[src/hw/rtl/sexpr_token_lexer_macros.svh]
// assertion macros for the s-expression token lexer
`ifndef SEXPR_TOKEN_LEXER_MACROS_SVH
`define SEXPR_TOKEN_LEXER_MACROS_SVH

// same-cycle implication, checked out of reset
`define SEXLEX_ASSERT_IMP(label, ante, cons, msg) \
    label: assert property (@(posedge clk) disable iff (!rst_n) (ante) |-> (cons)) \
        else $error(msg);

// next-cycle implication, checked out of reset
`define SEXLEX_ASSERT_NEXT(label, ante, cons, msg) \
    label: assert property (@(posedge clk) disable iff (!rst_n) (ante) |=> (cons)) \
        else $error(msg);

`endif

[src/hw/rtl/sexlex_pkg.sv]
// shared types, constants and helper functions of the token lexer
`timescale 1ns / 1ps
`default_nettype none
package sexlex_pkg;

    localparam logic [7:0] CH_SEMI   = 8'h3B;
    localparam logic [7:0] CH_OPEN   = 8'h28;
    localparam logic [7:0] CH_CLOSE  = 8'h29;
    localparam logic [7:0] CH_QUOTE  = 8'h22;
    localparam logic [7:0] CH_BSLASH = 8'h5C;
    localparam logic [7:0] CH_SPACE  = 8'h20;
    localparam logic [7:0] CH_TAB    = 8'h09;
    localparam logic [7:0] CH_CR     = 8'h0D;

    localparam int QUEUE_DEPTH = 2;
    localparam int QPTR_W      = $clog2(QUEUE_DEPTH);
    localparam int QCNT_W      = $clog2(QUEUE_DEPTH + 1);

    typedef enum logic [1:0] {
        KIND_OPEN  = 2'd0,
        KIND_CLOSE = 2'd1,
        KIND_STR   = 2'd2,
        KIND_ATOM  = 2'd3
    } token_kind_t;

    typedef enum logic [2:0] {
        MODE_IDLE    = 3'd0,
        MODE_ATOM    = 3'd1,
        MODE_STR     = 3'd2,
        MODE_ESC     = 3'd3,
        MODE_COMMENT = 3'd4
    } lex_mode_t;

    typedef struct packed {
        token_kind_t kind;
        logic        has_char;
        logic [7:0]  char_value;
        logic        first;
        logic        tlast;
        logic        unterm;
    } result_t;

    // one or two results caused by one request
    typedef struct packed {
        logic    two;
        result_t r0;
        result_t r1;
    } cmd_t;

    function automatic result_t make_result(token_kind_t kind, logic has, logic [7:0] ch,
                                            logic first, logic tlast, logic unterm);
        result_t r;
        r.kind       = kind;
        r.has_char   = has;
        r.char_value = has ? ch : 8'h00;
        r.first      = first;
        r.tlast      = tlast;
        r.unterm     = unterm;
        return r;
    endfunction

    function automatic logic is_ws(logic [7:0] c);
        return (c == CH_SPACE) || ((c >= CH_TAB) && (c <= CH_CR));
    endfunction

    // {known, mapped byte}
    function automatic logic [8:0] map_escape(logic [7:0] c);
        logic [8:0] m;
        case (c)
            8'h6E:   m = {1'b1, 8'h0A};
            8'h74:   m = {1'b1, 8'h09};
            8'h72:   m = {1'b1, 8'h0D};
            8'h76:   m = {1'b1, 8'h0B};
            8'h62:   m = {1'b1, 8'h08};
            8'h5C:   m = {1'b1, 8'h5C};
            8'h22:   m = {1'b1, 8'h22};
            8'h27:   m = {1'b1, 8'h27};
            default: m = {1'b0, 8'h00};
        endcase
        return m;
    endfunction

    // result of a byte at a token start; only meaningful when starts_emit
    function automatic result_t start_result(logic [7:0] c);
        result_t r;
        if (c == CH_OPEN) begin
            r = make_result(KIND_OPEN, 1'b1, c, 1'b1, 1'b1, 1'b0);
        end else if (c == CH_CLOSE) begin
            r = make_result(KIND_CLOSE, 1'b1, c, 1'b1, 1'b1, 1'b0);
        end else if (c == CH_QUOTE) begin
            r = make_result(KIND_STR, 1'b0, c, 1'b1, 1'b0, 1'b0);
        end else begin
            r = make_result(KIND_ATOM, 1'b1, c, 1'b1, 1'b0, 1'b0);
        end
        return r;
    endfunction

    function automatic logic starts_emit(logic [7:0] c);
        return (c != CH_SEMI) && !is_ws(c);
    endfunction

    function automatic lex_mode_t start_mode(logic [7:0] c);
        lex_mode_t m;
        if (c == CH_SEMI) begin
            m = MODE_COMMENT;
        end else if (is_ws(c) || c == CH_OPEN || c == CH_CLOSE) begin
            m = MODE_IDLE;
        end else if (c == CH_QUOTE) begin
            m = MODE_STR;
        end else begin
            m = MODE_ATOM;
        end
        return m;
    endfunction

endpackage
`default_nettype wire

[src/hw/rtl/sexlex_front.sv]
// front end: accepts bytes, tracks lexer mode and builds result commands
`timescale 1ns / 1ps
`default_nettype none
module sexlex_front
    import sexlex_pkg::*;
(
    input  wire logic       clk,
    input  wire logic       rst_n,
    input  wire logic       in_valid,
    output logic            in_ready,
    input  wire logic [7:0] char_code,
    input  wire logic       line_end,
    input  wire logic       q_full,
    output logic            push,
    output cmd_t            cmd
);

    lex_mode_t mode_reg;
    lex_mode_t mode_next;
    logic      accept;
    logic      emit;
    logic      tok_byte;
    logic [8:0] esc;

    assign in_ready = !q_full;
    assign accept   = in_valid && in_ready;
    assign push     = accept && emit;
    assign tok_byte = (char_code == CH_OPEN) || (char_code == CH_CLOSE)
                      || (char_code == CH_QUOTE);
    assign esc      = map_escape(char_code);

    always_ff @(posedge clk or negedge rst_n)
    begin
        if (!rst_n)
        begin
            mode_reg <= MODE_IDLE;
        end
        else if (accept)
        begin
            mode_reg <= mode_next;
        end
    end

    // next mode
    always_comb
    begin
        mode_next = MODE_IDLE;
        if (!line_end)
        begin
            case (mode_reg)
                MODE_COMMENT: mode_next = MODE_COMMENT;
                MODE_ESC:     mode_next = MODE_STR;
                MODE_STR:
                begin
                    if (char_code == CH_QUOTE)       mode_next = MODE_IDLE;
                    else if (char_code == CH_BSLASH) mode_next = MODE_ESC;
                    else                             mode_next = MODE_STR;
                end
                MODE_ATOM:
                begin
                    if (is_ws(char_code))  mode_next = MODE_IDLE;
                    else if (tok_byte)     mode_next = start_mode(char_code);
                    else                   mode_next = MODE_ATOM;
                end
                default:      mode_next = start_mode(char_code);
            endcase
        end
    end

    // results caused by this request
    always_comb
    begin
        cmd.two = 1'b0;
        cmd.r0  = make_result(KIND_STR, 1'b0, 8'h00, 1'b0, 1'b0, 1'b0);
        cmd.r1  = make_result(KIND_STR, 1'b0, 8'h00, 1'b0, 1'b0, 1'b0);
        emit    = 1'b0;
        if (line_end)
        begin
            case (mode_reg)
                MODE_ATOM:
                begin
                    cmd.r0 = make_result(KIND_ATOM, 1'b0, 8'h00, 1'b0, 1'b1, 1'b0);
                    emit   = 1'b1;
                end
                MODE_STR, MODE_ESC:
                begin
                    cmd.r0 = make_result(KIND_STR, 1'b0, 8'h00, 1'b0, 1'b1, 1'b1);
                    emit   = 1'b1;
                end
                default: emit = 1'b0;
            endcase
        end
        else
        begin
            case (mode_reg)
                MODE_COMMENT: emit = 1'b0;
                MODE_ESC:
                begin
                    emit = 1'b1;
                    if (esc[8])
                    begin
                        cmd.r0 = make_result(KIND_STR, 1'b1, esc[7:0], 1'b0, 1'b0, 1'b0);
                    end
                    else
                    begin
                        // unknown escape keeps the backslash and the byte
                        cmd.two = 1'b1;
                        cmd.r0  = make_result(KIND_STR, 1'b1, CH_BSLASH, 1'b0, 1'b0, 1'b0);
                        cmd.r1  = make_result(KIND_STR, 1'b1, char_code, 1'b0, 1'b0, 1'b0);
                    end
                end
                MODE_STR:
                begin
                    if (char_code == CH_QUOTE)
                    begin
                        cmd.r0 = make_result(KIND_STR, 1'b0, 8'h00, 1'b0, 1'b1, 1'b0);
                        emit   = 1'b1;
                    end
                    else if (char_code != CH_BSLASH)
                    begin
                        cmd.r0 = make_result(KIND_STR, 1'b1, char_code, 1'b0, 1'b0, 1'b0);
                        emit   = 1'b1;
                    end
                end
                MODE_ATOM:
                begin
                    emit = 1'b1;
                    if (is_ws(char_code))
                    begin
                        cmd.r0 = make_result(KIND_ATOM, 1'b0, 8'h00, 1'b0, 1'b1, 1'b0);
                    end
                    else if (tok_byte)
                    begin
                        cmd.two = 1'b1;
                        cmd.r0  = make_result(KIND_ATOM, 1'b0, 8'h00, 1'b0, 1'b1, 1'b0);
                        cmd.r1  = start_result(char_code);
                    end
                    else
                    begin
                        cmd.r0 = make_result(KIND_ATOM, 1'b1, char_code, 1'b0, 1'b0, 1'b0);
                    end
                end
                default:
                begin
                    cmd.r0 = start_result(char_code);
                    emit   = starts_emit(char_code);
                end
            endcase
        end
    end

endmodule
`default_nettype wire

[src/hw/rtl/sexlex_queue.sv]
// short command queue between front and back ends
`timescale 1ns / 1ps
`default_nettype none
module sexlex_queue
    import sexlex_pkg::*;
(
    input  wire logic clk,
    input  wire logic rst_n,
    input  wire logic push,
    input  cmd_t      push_cmd,
    input  wire logic pop,
    output cmd_t      head,
    output logic      full,
    output logic      empty
);

    cmd_t              store [QUEUE_DEPTH];
    logic [QPTR_W-1:0] wr_ptr_reg;
    logic [QPTR_W-1:0] rd_ptr_reg;
    logic [QCNT_W-1:0] count_reg;
    logic [QPTR_W-1:0] wr_ptr_next;
    logic [QPTR_W-1:0] rd_ptr_next;
    logic [QCNT_W-1:0] count_next;
    logic              do_push;
    logic              do_pop;

    assign full    = (count_reg == QCNT_W'(QUEUE_DEPTH));
    assign empty   = (count_reg == '0);
    assign do_push = push && !full;
    assign do_pop  = pop && !empty;
    assign head    = store[rd_ptr_reg];

    always_comb
    begin
        wr_ptr_next = wr_ptr_reg;
        rd_ptr_next = rd_ptr_reg;
        count_next  = count_reg;
        if (do_push)
        begin
            wr_ptr_next = (wr_ptr_reg == QPTR_W'(QUEUE_DEPTH - 1)) ? '0 : wr_ptr_reg + 1'b1;
        end
        if (do_pop)
        begin
            rd_ptr_next = (rd_ptr_reg == QPTR_W'(QUEUE_DEPTH - 1)) ? '0 : rd_ptr_reg + 1'b1;
        end
        if (do_push && !do_pop)
        begin
            count_next = count_reg + 1'b1;
        end
        else if (do_pop && !do_push)
        begin
            count_next = count_reg - 1'b1;
        end
    end

    always_ff @(posedge clk)
    begin
        if (do_push)
        begin
            store[wr_ptr_reg] <= push_cmd;
        end
    end

    always_ff @(posedge clk or negedge rst_n)
    begin
        if (!rst_n)
        begin
            wr_ptr_reg <= '0;
            rd_ptr_reg <= '0;
            count_reg  <= '0;
        end
        else
        begin
            wr_ptr_reg <= wr_ptr_next;
            rd_ptr_reg <= rd_ptr_next;
            count_reg  <= count_next;
        end
    end

endmodule
`default_nettype wire

[src/hw/rtl/sexlex_back.sv]
// back end: walks each command out one result per cycle into the output register while out_ready lets it
`timescale 1ns / 1ps
`default_nettype none
module sexlex_back
    import sexlex_pkg::*;
(
    input  wire logic clk,
    input  wire logic rst_n,
    input  cmd_t      head,
    input  wire logic q_empty,
    output logic      pop,
    input  wire logic out_ready,
    output logic      out_valid,
    output result_t   out_res,
    output logic      out_last
);

    logic    out_valid_reg;
    logic    out_valid_next;
    logic    half_reg;
    logic    half_next;
    result_t res_reg;
    logic    last_reg;
    logic    load;
    logic    sel_last;
    result_t sel;

    assign out_valid = out_valid_reg;
    assign out_res   = res_reg;
    assign out_last  = last_reg;

    always_comb
    begin
        load     = !q_empty && (!out_valid_reg || out_ready);
        sel      = half_reg ? head.r1 : head.r0;
        sel_last = half_reg || !head.two;
        pop      = load && sel_last;
        half_next = half_reg;
        if (load)
        begin
            half_next = !half_reg && head.two;
        end
        if (load)
        begin
            out_valid_next = 1'b1;
        end
        else if (out_ready)
        begin
            out_valid_next = 1'b0;
        end
        else
        begin
            out_valid_next = out_valid_reg;
        end
    end

    always_ff @(posedge clk)
    begin
        if (load)
        begin
            res_reg  <= sel;
            last_reg <= sel_last;
        end
    end

    always_ff @(posedge clk or negedge rst_n)
    begin
        if (!rst_n)
        begin
            out_valid_reg <= 1'b0;
            half_reg      <= 1'b0;
        end
        else
        begin
            out_valid_reg <= out_valid_next;
            half_reg      <= half_next;
        end
    end

endmodule
`default_nettype wire

[src/hw/rtl/sexpr_token_lexer.sv]
// top level of the s-expression token lexer
// the first result of a request passes through the command queue and then the output register
// throughput: one request per cycle while the two-entry command queue has room
// the output register issues one result per cycle while out_ready lets it, so a two-result request issues them in turn
// reset: asynchronous, active low; mode returns to idle, queue and output register empty
`timescale 1ns / 1ps
`default_nettype none
`include "sexpr_token_lexer_macros.svh"
module sexpr_token_lexer
    import sexlex_pkg::*;
(
    input  wire logic       clk,
    input  wire logic       rst_n,
    input  wire logic       in_valid,
    output logic            in_ready,
    input  wire logic [7:0] char_code,
    input  wire logic       line_end,
    output logic            out_valid,
    input  wire logic       out_ready,
    output logic [1:0]      token_kind,
    output logic            has_char,
    output logic [7:0]      char_value,
    output logic            token_first,
    output logic            token_last,
    output logic            unterminated,
    output logic            last
);

    // front to queue
    logic    push;
    cmd_t    push_cmd;
    logic    q_full;
    // queue to back
    cmd_t    head;
    logic    q_empty;
    logic    pop;
    result_t out_res;

    // front end: classifies each request against the current lexer mode and
    // turns it into zero, one or two results packed as one command
    sexlex_front u_front (
        .clk       (clk),
        .rst_n     (rst_n),
        .in_valid  (in_valid),
        .in_ready  (in_ready),
        .char_code (char_code),
        .line_end  (line_end),
        .q_full    (q_full),
        .push      (push),
        .cmd       (push_cmd)
    );

    // decouples the two sides so either can stall alone
    sexlex_queue u_queue (
        .clk      (clk),
        .rst_n    (rst_n),
        .push     (push),
        .push_cmd (push_cmd),
        .pop      (pop),
        .head     (head),
        .full     (q_full),
        .empty    (q_empty)
    );

    // back end: streams each command out, marking the final result of a request
    sexlex_back u_back (
        .clk       (clk),
        .rst_n     (rst_n),
        .head      (head),
        .q_empty   (q_empty),
        .pop       (pop),
        .out_ready (out_ready),
        .out_valid (out_valid),
        .out_res   (out_res),
        .out_last  (last)
    );

    // unpack the result register onto the output ports
    assign token_kind   = out_res.kind;
    assign has_char     = out_res.has_char;
    assign char_value   = out_res.char_value;
    assign token_first  = out_res.first;
    assign token_last   = out_res.tlast;
    assign unterminated = out_res.unterm;

    // an unterminated string closes a string token and carries no character
    `SEXLEX_ASSERT_IMP(a_unterm_closes_str, out_valid && unterminated,
        token_last && !has_char && token_kind == KIND_STR, "unterminated result malformed")
    // parentheses are complete single-character tokens
    `SEXLEX_ASSERT_IMP(a_paren_single,
        out_valid && (token_kind == KIND_OPEN || token_kind == KIND_CLOSE),
        has_char && token_first && token_last, "paren token not single")
    // a result with no character shows a zero byte
    `SEXLEX_ASSERT_IMP(a_no_char_zero, out_valid && !has_char, char_value == 8'h00,
        "char_value set without has_char")
    // the front may only push when the queue has room
    `SEXLEX_ASSERT_IMP(a_push_room, push, !q_full, "push into full queue")

endmodule
`default_nettype wire

[config.mk]
export PLATFORM = sky130hd
export DESIGN_NAME = sexpr_token_lexer
export DESIGN_NICKNAME = d
export VERILOG_FILES = /design/src/hw/rtl/sexlex_pkg.sv /design/src/hw/rtl/sexlex_front.sv /design/src/hw/rtl/sexlex_queue.sv /design/src/hw/rtl/sexlex_back.sv /design/src/hw/rtl/sexpr_token_lexer.sv
export VERILOG_INCLUDE_DIRS = /design/src /design/src/hw/rtl
export SDC_FILE = /design/constraint.sdc
export NUM_CORES = 1
export LEC_CHECK = 0
export BUFFER_PORTS_ARGS = -buffer_cell sky130_fd_sc_hd__buf_2
export CAP_MARGIN = 15
export CELL_PAD_IN_SITES_DETAIL_PLACEMENT = 1
export CELL_PAD_IN_SITES_GLOBAL_PLACEMENT = 2
export CORE_MARGIN = 4
export CORE_UTILIZATION = 42
export DETAILED_ROUTE_END_ITERATION = 8
export PLACE_DENSITY_LB_ADDON = 0.1
export SETUP_SLACK_MARGIN = 0.2
export SYNTH_ARGS = -nofsm -noshare
export SYNTH_HDL_FRONTEND = slang
export SYNTH_SLANG_ARGS = --single-unit
[constraint.sdc]
create_clock -name clk -period 4.15 [get_ports clk]
set_clock_uncertainty 0.15 [all_clocks]
set_input_delay 0.2075 -clock clk [delete_from_list [all_inputs] [get_ports clk]]
set_output_delay 0.2075 -clock clk [all_outputs]
set_load 0.1 [all_outputs]
==> results_dict.tcl <==
set metrics [dict create \
    synth_top_area_cell "edfxtp_1" \
    synth_compound_area_frac 0.103 \
    finalCritPeriodShare 0.663 \
    num_rows 34 \
    grt_pass1_vias 2546 \
    cp-end-kind "flop" \
    detail_route.first_pass.iterations 5 \
    cts_resized 0 \
    crit_required_ps 3990 \
    ys_seq_elements 80 \
    tightest_slew_ps 786 \
    hold_viol_final 0 \
    drtIter0Drc 133 \
    synth-async-reset-ratio 0.113 \
    max-cap-violations 0 \
    portBuffers 29 \
    worstSetupStartpoint "u_front.mode_reg[0]" \
    start_util 0.434 \
    max_freq_mhz 363 \
    setup_viol 0 \
    wl_met1_um 4010 \
    setup_tns_ps 0 \
    drive_gt1_frac 0.260 \
    synth_most_common_cell "edfxtp_1" \
    yosysUniqueCellTypes 60 \
    worstHoldStart "in_valid" \
    cts_tree "built" \
    nets 321 \
    grt_first_pass_wirelength_um 14000 \
    grtUsageTotal 0.175 \
    syn_inst 277 \
    relSlewSlack 0.462 \
    highest_layer "met4" \
    pin_count 30 \
    clk_latency_ps 340 \
    areaGrowthSynthToFinish_pct 11.7 \
    whs_ps 47.1 \
    synth_edf_count 71 \
    synthAdderAreaFrac 0.00590 \
    hp-class "in2reg" \
    htreeDepth 3 \
    fin_crit_ps 2750 \
    status "complete, no violations" \
    ir_drop_mv 0.308 \
    synth_top_family_by_area "simple AND/OR/NAND/NOR gates" \
    core_mm2 0.00881 \
    largest_reg_flops 56 \
    synthesis.area_mm2 0.00382 \
    die_area_mm2 0.0107 \
    synth.avg_cell_area_um2 13.8 \
    met3_wirelength_um 257 \
    setup.worst_path.start_class "flop" \
    yosysSeqAreaShare 0.617 \
    leakage_uw 0.00144 \
    r2r-start "u_front.mode_reg[0]" \
    slew_violations 0 \
    p_per_area_mw_per_mm2 799 \
    numCtsBuffers 9 \
    ys.flop_type "edfxtp_1" \
    path_clk_slew_ps 90 \
    wl_met2_um 4140 \
    yosysWarnings 0 \
    fillers 915 \
    fp.dieH_um 103 \
    yosysTopAreaCellShare 0.558 \
    viasPerCell 5.79 \
    drc 0 \
    dp_hpwl_um 6150 \
    synth_xor_xnor_area_share 0.0183 \
    routed_wl_um 8540 \
    netlist_top_cells_area "edfxtp_1, mux4_2, dfrtp_1, and2_1, nand2_1" \
    path_class "reg2reg" \
    rsz0062_at_grt "false" \
    place_inst 402 \
    yosys-top-cells-count "edfxtp_1, nand2_1, nor2_1, mux4_2, and2_1" \
    final_area_mm2 0.00427 \
    postRouteAntennaNets 0 \
    arrival_ps 2600 \
    ctsLongestPathBuffers 2 \
    grt_overflow 0 \
    clock_sink_count 80 \
    synth.mux.area_fraction 0.0848 \
    wl_per_cell_um 20.3 \
    critPathMaxFanout 28 \
    placed_cell_area_mm2 0.00406 \
    die_x_um 103 \
    routabilityCongestion 0.810 \
    stdcell_count 420 \
    diodes 0 \
    synth_simple_gate_area_frac 0.142 \
    grt_max_degree 29 \
    vias 2431 \
    clockRootBuffer "clkbuf_8" \
    antenna_found_initial 0 \
    synth_nets 291 \
]
## logic make-up after synthesis
| kind of cell | Yosys count |
|---|---|
| fa+ha+maj | 2 |
| buf+inv | 25 |
| xor+xnor | 8 |
| flops | 80 |
| mux | 16 |
| compound gates | 51 |
| simple gates | 95 |
## area by class of cell
cell class	count	area (µm²)	area share
sequential	80	2360	0.552
timing repair buffer	35	195	0.0457
multi-input combinational	172	1360	0.319
inverter	9	33.8	0.00792
tap	108	135	0.0317
clock inverter	7	61.3	0.0144
clock buffer	9	124	0.0290
## final timing paths
kind / depth (start not counted) / endpoint / slack (ps)
hold / removal: 3 / u_front.mode_reg[0] / 50
hold reg to reg: 1 / u_queue.count_reg[1] / 350
setup / recovery: 6 / u_queue.store[0][9] / 1400
max in group asynchronous: 2 / u_back.out_valid / 3540
setup reg to reg: 6 / u_queue.store[0][9] / 1400
min in group asynchronous: 2 / u_back.half_reg / 110
## per-layer routing
metal / up-vias / global-route usage
met5: - / 0
met4: 0 / 0.0538
met3: 12 / 0.0282
met2: 51 / 0.273
met1: 1233 / 0.253
li1: 1135 / -
## power by group
part	internal [µW]	total [µW]	switching, µW
sequential	1240	1380	132
clock	228	524	296
combinational	412	1510	1100
## cell usage in the layout, fill, tap and decap left out, types with 5 or more instances in the layout
master     n
a21oi_1    5
and2_1    11
buf_2     29
clkbuf_8   9
dfrtp_1    9
edfxtp_1  71
inv_1      8
mux4_2    13
nand2_1   17
nand2b_1   5
nand3_1    8
nor2_1    14
nor3_1     8
o21ai_0    9
or2_2      5
xnor2_1    6
## timing repair
| item | CTS | global route |
|---|---|---|
| hold buffers | 2 | 0 |
| buffers inserted | 0 | 0 |
| hold endpoints to repair | 10 | 0 |
## worst max-delay path, cell delays in order, from the launching register on
cell       delay (ps)
dfrtp_1           510
nor2_1            380
xnor2_1           290
nor4b_1           450
a2bb2oi_2         160
nor2_2            100
buf_4             350
## stage by stage
step / total power [µW] / util / worst slack (ps)
after detailed placement: 2930 / 0.461 / 1350
final: 3410 / 0.485 / 1400
after global placement: 2900 / 0.461 / 1330
after floorplan: 2600 / - / 498
after global routing: 3620 / 0.485 / 1180
after CTS: 3460 / 0.485 / 1380
No activity file was read; power rests on OpenSTA's default activity.
